File: config.mk
export PLATFORM = sky130hd
export DESIGN_NAME = brgs_ctrl
export DESIGN_NICKNAME = d
export VERILOG_FILES = /design/src/rtl/brgs_pkg.sv /design/src/rtl/brgs_ctrl.sv
export SDC_FILE = /design/constraint.sdc
export NUM_CORES = 1
export LEC_CHECK = 0
export BUFFER_PORTS_ARGS = -buffer_cell sky130_fd_sc_hd__buf_2
export CAP_MARGIN = 15
export CORE_AREA = 2 2 41 43
export DETAILED_ROUTE_END_ITERATION = 10
export DIE_AREA = 0 0 43 45
export PLACE_DENSITY = 0.61
export SLEW_MARGIN = 30
export SYNTH_ARGS = -nofsm -noshare
export SYNTH_HDL_FRONTEND = slang
export SYNTH_SLANG_ARGS = --single-unit
File: constraint.sdc
create_clock -name clk -period 1.8 [get_ports clk]
set_input_delay 0.18 -clock clk [delete_from_list [all_inputs] [get_ports clk]]
set_output_delay 0.18 -clock clk [all_outputs]
set_load 0.01 [all_outputs]
File: src/rtl/brgs_pkg.sv
// Package with the shared types and constants of the group scheduler.
`timescale 1ns / 1ps
package brgs_pkg;

	localparam int MAX_HANDLES = 2048;
	localparam int GROUP_SIZE  = 32;
	localparam int NUM_GROUPS  = MAX_HANDLES / GROUP_SIZE;
	localparam int HW          = $clog2(MAX_HANDLES);
	localparam int PTR_W       = HW + 1;
	localparam int GW          = $clog2(NUM_GROUPS);
	localparam int CW          = $clog2(GROUP_SIZE) + 1;
	localparam int WW          = GW + 1;
	localparam int SUM_W       = PTR_W + 1;
	localparam int SCHED_W     = 12;
	localparam int FPS_W       = 12;
	localparam int MUL_W       = 16;

	// Frame rate thresholds in UQ8.4 and the exact divide-by-ten reciprocal.
	localparam logic [FPS_W-1:0] FPS_LO  = 12'd80;
	localparam logic [FPS_W-1:0] FPS_MID = 12'd160;
	localparam logic [FPS_W-1:0] FPS_HI  = 12'd320;
	localparam int DIV10_MUL = 52429;
	localparam int DIV10_SH  = 19;

	localparam logic [SCHED_W-1:0] SCHED_RESET = 12'd200;

	typedef enum logic [1:0] {
		OP_ALLOC   = 2'd0,
		OP_RELEASE = 2'd1,
		OP_UPDATE  = 2'd2,
		OP_QUERY   = 2'd3
	} op_e;

	localparam logic [1:0] ST_OK      = 2'd0;
	localparam logic [1:0] ST_NO_FREE = 2'd1;
	localparam logic [1:0] ST_BAD_REL = 2'd2;

	typedef struct packed {
		logic [1:0]       operation;
		logic [HW-1:0]    handle;
		logic [FPS_W-1:0] fps_x16;
	} in_t;

	typedef struct packed {
		logic [HW-1:0]      new_handle;
		logic               skip;
		logic [6:0]         selected_groups;
		logic [SCHED_W-1:0] budget;
		logic [1:0]         status;
	} out_t;

	typedef struct packed {
		logic accept;
		logic alloc_rd;
		logic alloc_cnt;
		logic alloc_wr;
		logic rel_rd;
		logic rel_wr;
		logic upd_mul;
		logic upd_div;
		logic walk_issue;
		logic walk_upd;
		logic walk_adv;
		logic query;
	} cmd_t;

	typedef struct packed {
		logic [1:0] in_op;
		logic       empty;
		logic       adv_need;
		logic       walk_done;
	} sts_t;

endpackage

File: src/rtl/brgs_ctrl.sv
// Controller: sequences each operation through the datapath.
`timescale 1ns / 1ps
module brgs_ctrl import brgs_pkg::*; (
	input  logic clk,
	input  logic arst_n,
	input  logic start,
	input  sts_t sts,
	output cmd_t cmd,
	output logic busy,
	output logic done
);

	typedef enum logic [3:0] {
		S_IDLE, S_ALLOC_RD, S_ALLOC_CNT, S_ALLOC_WR, S_REL_RD, S_REL_WR,
		S_ADV, S_UPD_MUL, S_UPD_DIV, S_UPD_WALK, S_QRY
	} state_t;

	state_t state_q, state_nxt;
	logic   done_q, fin;

	// Command decode and next state.
	always_comb begin
		cmd       = '0;
		fin       = 1'b0;
		state_nxt = state_q;
		unique case (state_q)
			S_IDLE: begin
				cmd.accept = start;
				if (start) begin
					unique case (op_e'(sts.in_op))
						OP_ALLOC:   state_nxt = S_ALLOC_RD;
						OP_RELEASE: state_nxt = S_REL_RD;
						OP_UPDATE:  state_nxt = S_UPD_MUL;
						OP_QUERY:   state_nxt = S_QRY;
						default:    state_nxt = S_QRY;
					endcase
				end
			end
			S_ALLOC_RD: begin
				cmd.alloc_rd = 1'b1;
				if (sts.empty) begin
					fin       = 1'b1;
					state_nxt = S_IDLE;
				end else begin
					state_nxt = S_ALLOC_CNT;
				end
			end
			S_ALLOC_CNT: begin
				cmd.alloc_cnt = 1'b1;
				state_nxt     = S_ALLOC_WR;
			end
			S_ALLOC_WR: begin
				cmd.alloc_wr = 1'b1;
				fin          = 1'b1;
				state_nxt    = S_IDLE;
			end
			S_REL_RD: begin
				cmd.rel_rd = 1'b1;
				state_nxt  = S_REL_WR;
			end
			S_REL_WR: begin
				cmd.rel_wr = 1'b1;
				if (sts.adv_need) begin
					state_nxt = S_ADV;
				end else begin
					fin       = 1'b1;
					state_nxt = S_IDLE;
				end
			end
			S_ADV: begin
				cmd.walk_issue = 1'b1;
				cmd.walk_adv   = 1'b1;
				if (sts.walk_done) begin
					fin       = 1'b1;
					state_nxt = S_IDLE;
				end
			end
			S_UPD_MUL: begin
				cmd.upd_mul = 1'b1;
				state_nxt   = S_UPD_DIV;
			end
			S_UPD_DIV: begin
				cmd.upd_div = 1'b1;
				state_nxt   = S_UPD_WALK;
			end
			S_UPD_WALK: begin
				cmd.walk_issue = 1'b1;
				cmd.walk_upd   = 1'b1;
				if (sts.walk_done) begin
					fin       = 1'b1;
					state_nxt = S_IDLE;
				end
			end
			S_QRY: begin
				cmd.query = 1'b1;
				fin       = 1'b1;
				state_nxt = S_IDLE;
			end
			default: state_nxt = S_IDLE;
		endcase
	end

	// State and result strobe.
	always_ff @(posedge clk or negedge arst_n) begin
		if (!arst_n) begin
			state_q <= S_IDLE;
			done_q  <= 1'b0;
		end else begin
			state_q <= state_nxt;
			done_q  <= fin;
		end
	end

	assign busy = (state_q != S_IDLE);
	assign done = done_q;

endmodule
==> run_results.csv <==
group,metric,value,unit
cts,cts-root-buf,"clkbuf_4",
global_routing,grt_start_max_net_pins,18,
place,dpl_cell_area,639.4,um^2
sta,max_freq,0.6118,GHz
worst_setup_path,cp_data_required_time,1620,ps
worst_setup_path,startpoint_type,"register",
die,rows,14,
sta,tightestPinTransition,446.8,ps
sta,finalCritPeriodShare,90.80,%
run_status,status,"complete, no violations",
cells_and_area,syn_to_final_growth,22.40,%
synthesis,synth_seq_cells,5,
global_routing,track_usage,14.43,%
cts,cts.sinks,5,
sta,hold_slack,275.0,ps
synthesis,synth_area_leaders,"dfrtp_1 (23%), ha_1 (9.0%), clkbuf_8 (7.5%)",
global_routing,grt_use_met1,18.27,%
sta,finalClockSkew,6.448,ps
cells_and_area,drive_gt1_share,36.96,%
worst_setup_path,worstPathCellList,"nand2b_1 > o22ai_1 > buf_2",
synthesis,seq_area_frac_synth,22.62,%
synthesis,synth_top_area_share,22.62,%
sta,setup_slack,165.6,ps
die,top_level_ports,22,
global_routing,grt_pass1_vias,512,
cells_and_area,final_area,676.9,um^2
worst_setup_path,cpLargestDelayFamily,"flip-flops",
worst_setup_path,cp_num_cells,3,
pwr,p_leak,0.3580,nW
hold_path,whs_path_depth,3,
worst_setup_path,worst_r2r_startpoint,"state_q[2]",
worst_setup_path,r2r_end,"state_q[2]",
cells_and_area,final_common_cell,"buf_2",
flow_run,drv_cap,0,
cells_and_area,multiInputGateArea,366.6,um^2
cells_and_area,finalNetCount,105,
synthesis,ys_warn_count,0,
worst_setup_path,ff2ff_path_depth,3,
pwr,p_total,1.045,mW
hold_path,min_path_type,"input pin to register",
cells_and_area,nFillCells,163,
synthesis,yosys.cell_types.count,31,
drt,drt_iter0_drc,11,
synthesis,syn_area,553.0,um^2
global_routing,antenna_found_initial,0,
global_routing,met2_usage,24.85,%
drt,routed_wirelength,1342,um
place,hpwlAfterDp,985.3,um
synthesis,synthArstFlopShare,100.0,%
cts,cts_tree,"yes",
global_routing,grt_pass1_wl,2139,um
cells_and_area,antenna_cells,0,
synthesis,synth_largest_area_cell,"dfrtp_1",
synthesis,synth.avg_cell_area,8.015,um^2
worst_setup_path,worst_path_max_delay_cell,"dfrtp_1",
sta,slew_viol_final,0,
place,pre_cts_ws,244.6,ps
drt,avgViaCountPerCell,5.287,
sta,tns,0,ps
global_routing,busiest_layer,"met2",
synthesis,ys.flop_type,"dfrtp_1",
sta,hold_viol,0,
worst_setup_path,path_max_fanout,15,
global_routing,grt_overflow,0,
place,placed_cells,103,
place,portBuffers,21,
sta,finalCriticalPeriod,1634,ps
synthesis,syn-num-nets,81,
die,core_area,0.001471,mm^2
sta,setup_violations,0,
drt,firstDrtPassIters,4,
place,gp_congestion,0.7770,
pwr,irDropWorstVdd,0.0004470,V
die,start_util,37.59,%
global_routing,grtUsageMet3,2.400,%
cells_and_area,seqCellArea,126.4,um^2
sta,slew_headroom,70.22,%
pwr,p_per_area,1543,mW/mm^2
cells_and_area,final_util,46.00,%
cts,cts_buffer_depth,2,
synthesis,synth-edff-count,0,
worst_setup_path,path_class,"register to output port",
worst_setup_path,crit_start,"state_q[2]",
synthesis,synthCells,69,
drt,via_count,571,
worst_setup_path,crit_end,"cmd[3]",
cts,worstSkewPairLatency,240,ps
worst_setup_path,critical_path_buf_inv_count,1,
worst_setup_path,r2r_setup_slack,270,ps
die,dieHeight,45,um
worst_setup_path,cpPeakStageDelay,530,ps
cts,h-tree-depth,1,
die,dieArea,0.001935,mm^2
cells_and_area,finalNonFillerCells,108,
die,die_w,43,um
drt,route.detailed.wl_per_inst,12.43,um
drt,drc,0,
worst_setup_path,end_kind,"output port",
cts,cts_buffers,3,
sta,rsz0062_at_grt,"no",
cells_and_area,most-common-layout-cells,"buf_2 (21), nor2_1 (9), nor3_1 (5), a21oi_1 (5), o21ai_0 (5)",
drt,ant_nets,0,
worst_setup_path,cp_data_arrival_time,1450,ps
cts,path_clk_slew,50,ps
-- kinds of logic (layout without fill, tap and decap cells) --
group | after synthesis | count (layout) | synth area share, %
compound gates | 23 | 23 | 27.83
simple gates | 29 | 29 | 29.41
fa+ha+maj | 4 | 4 | 9.050
flops | 5 | 5 | 22.62
buf+inv | 8 | 31 | 11.08
-- flip-flops by register name, indices dropped and copies added (netlist names) --
register  cells
done          1
state_q       4
-- tightest hold or removal path: cells and delay by family --
kind	cells	cell delay [ps]
AO/OA/AOI/OAI	2	150
buffers and inverters	1	130
-- cell type report --
cell class / count / share of cell area (%)
inverters: 4 / 2.218
clock buffers: 4 / 3.882
well taps: 16 / 2.957
repair buffers: 23 / 18.11
multi-input cells: 56 / 54.16
flip-flops and latches: 5 / 18.67
-- repair_timing --
item | 4_1_cts | 5_1_grt
endpoints found under the hold margin | 5 | 0
buffers inserted | 0 | 0
setup endpoints to repair | 0 | 1
resized for setup | 0 | 1
hold buffers | 1 | 0
-- power breakdown --
part | switching [mW] | internal, mW
logic | 0.319 | 0.284
clock network | 0.0431 | 0.0836
registers | 0.154 | 0.162
-- worst min-delay path by stage --
stage                  to  slack [ps]    from
3_5_place_dp         done          -5  arst_n
5_1_grt              done         290  sts[0]
6_report             done         270  sts[0]
4_1_cts        state_q[2]         280  arst_n
2_1_floorplan        done        -120  arst_n
3_3_place_gp   state_q[0]          -4  arst_n
-- Yosys cell counts, types with 2 or more instances --
cell,n
a21oi_1,5
and3_1,2
clkbuf_8,3
dfrtp_1,5
ha_1,4
inv_1,4
nand2_1,2
nand2b_1,3
nor2_1,9
nor2_2,2
nor3_1,5
o21ai_0,5
or3_2,2
-- layer usage --
metal,vias up,wire length (um)
li1,297,-
met4,0,0
met2,14,667
met1,260,602
met5,-,0
met3,0,71
(Power assumes the default switching activity.)
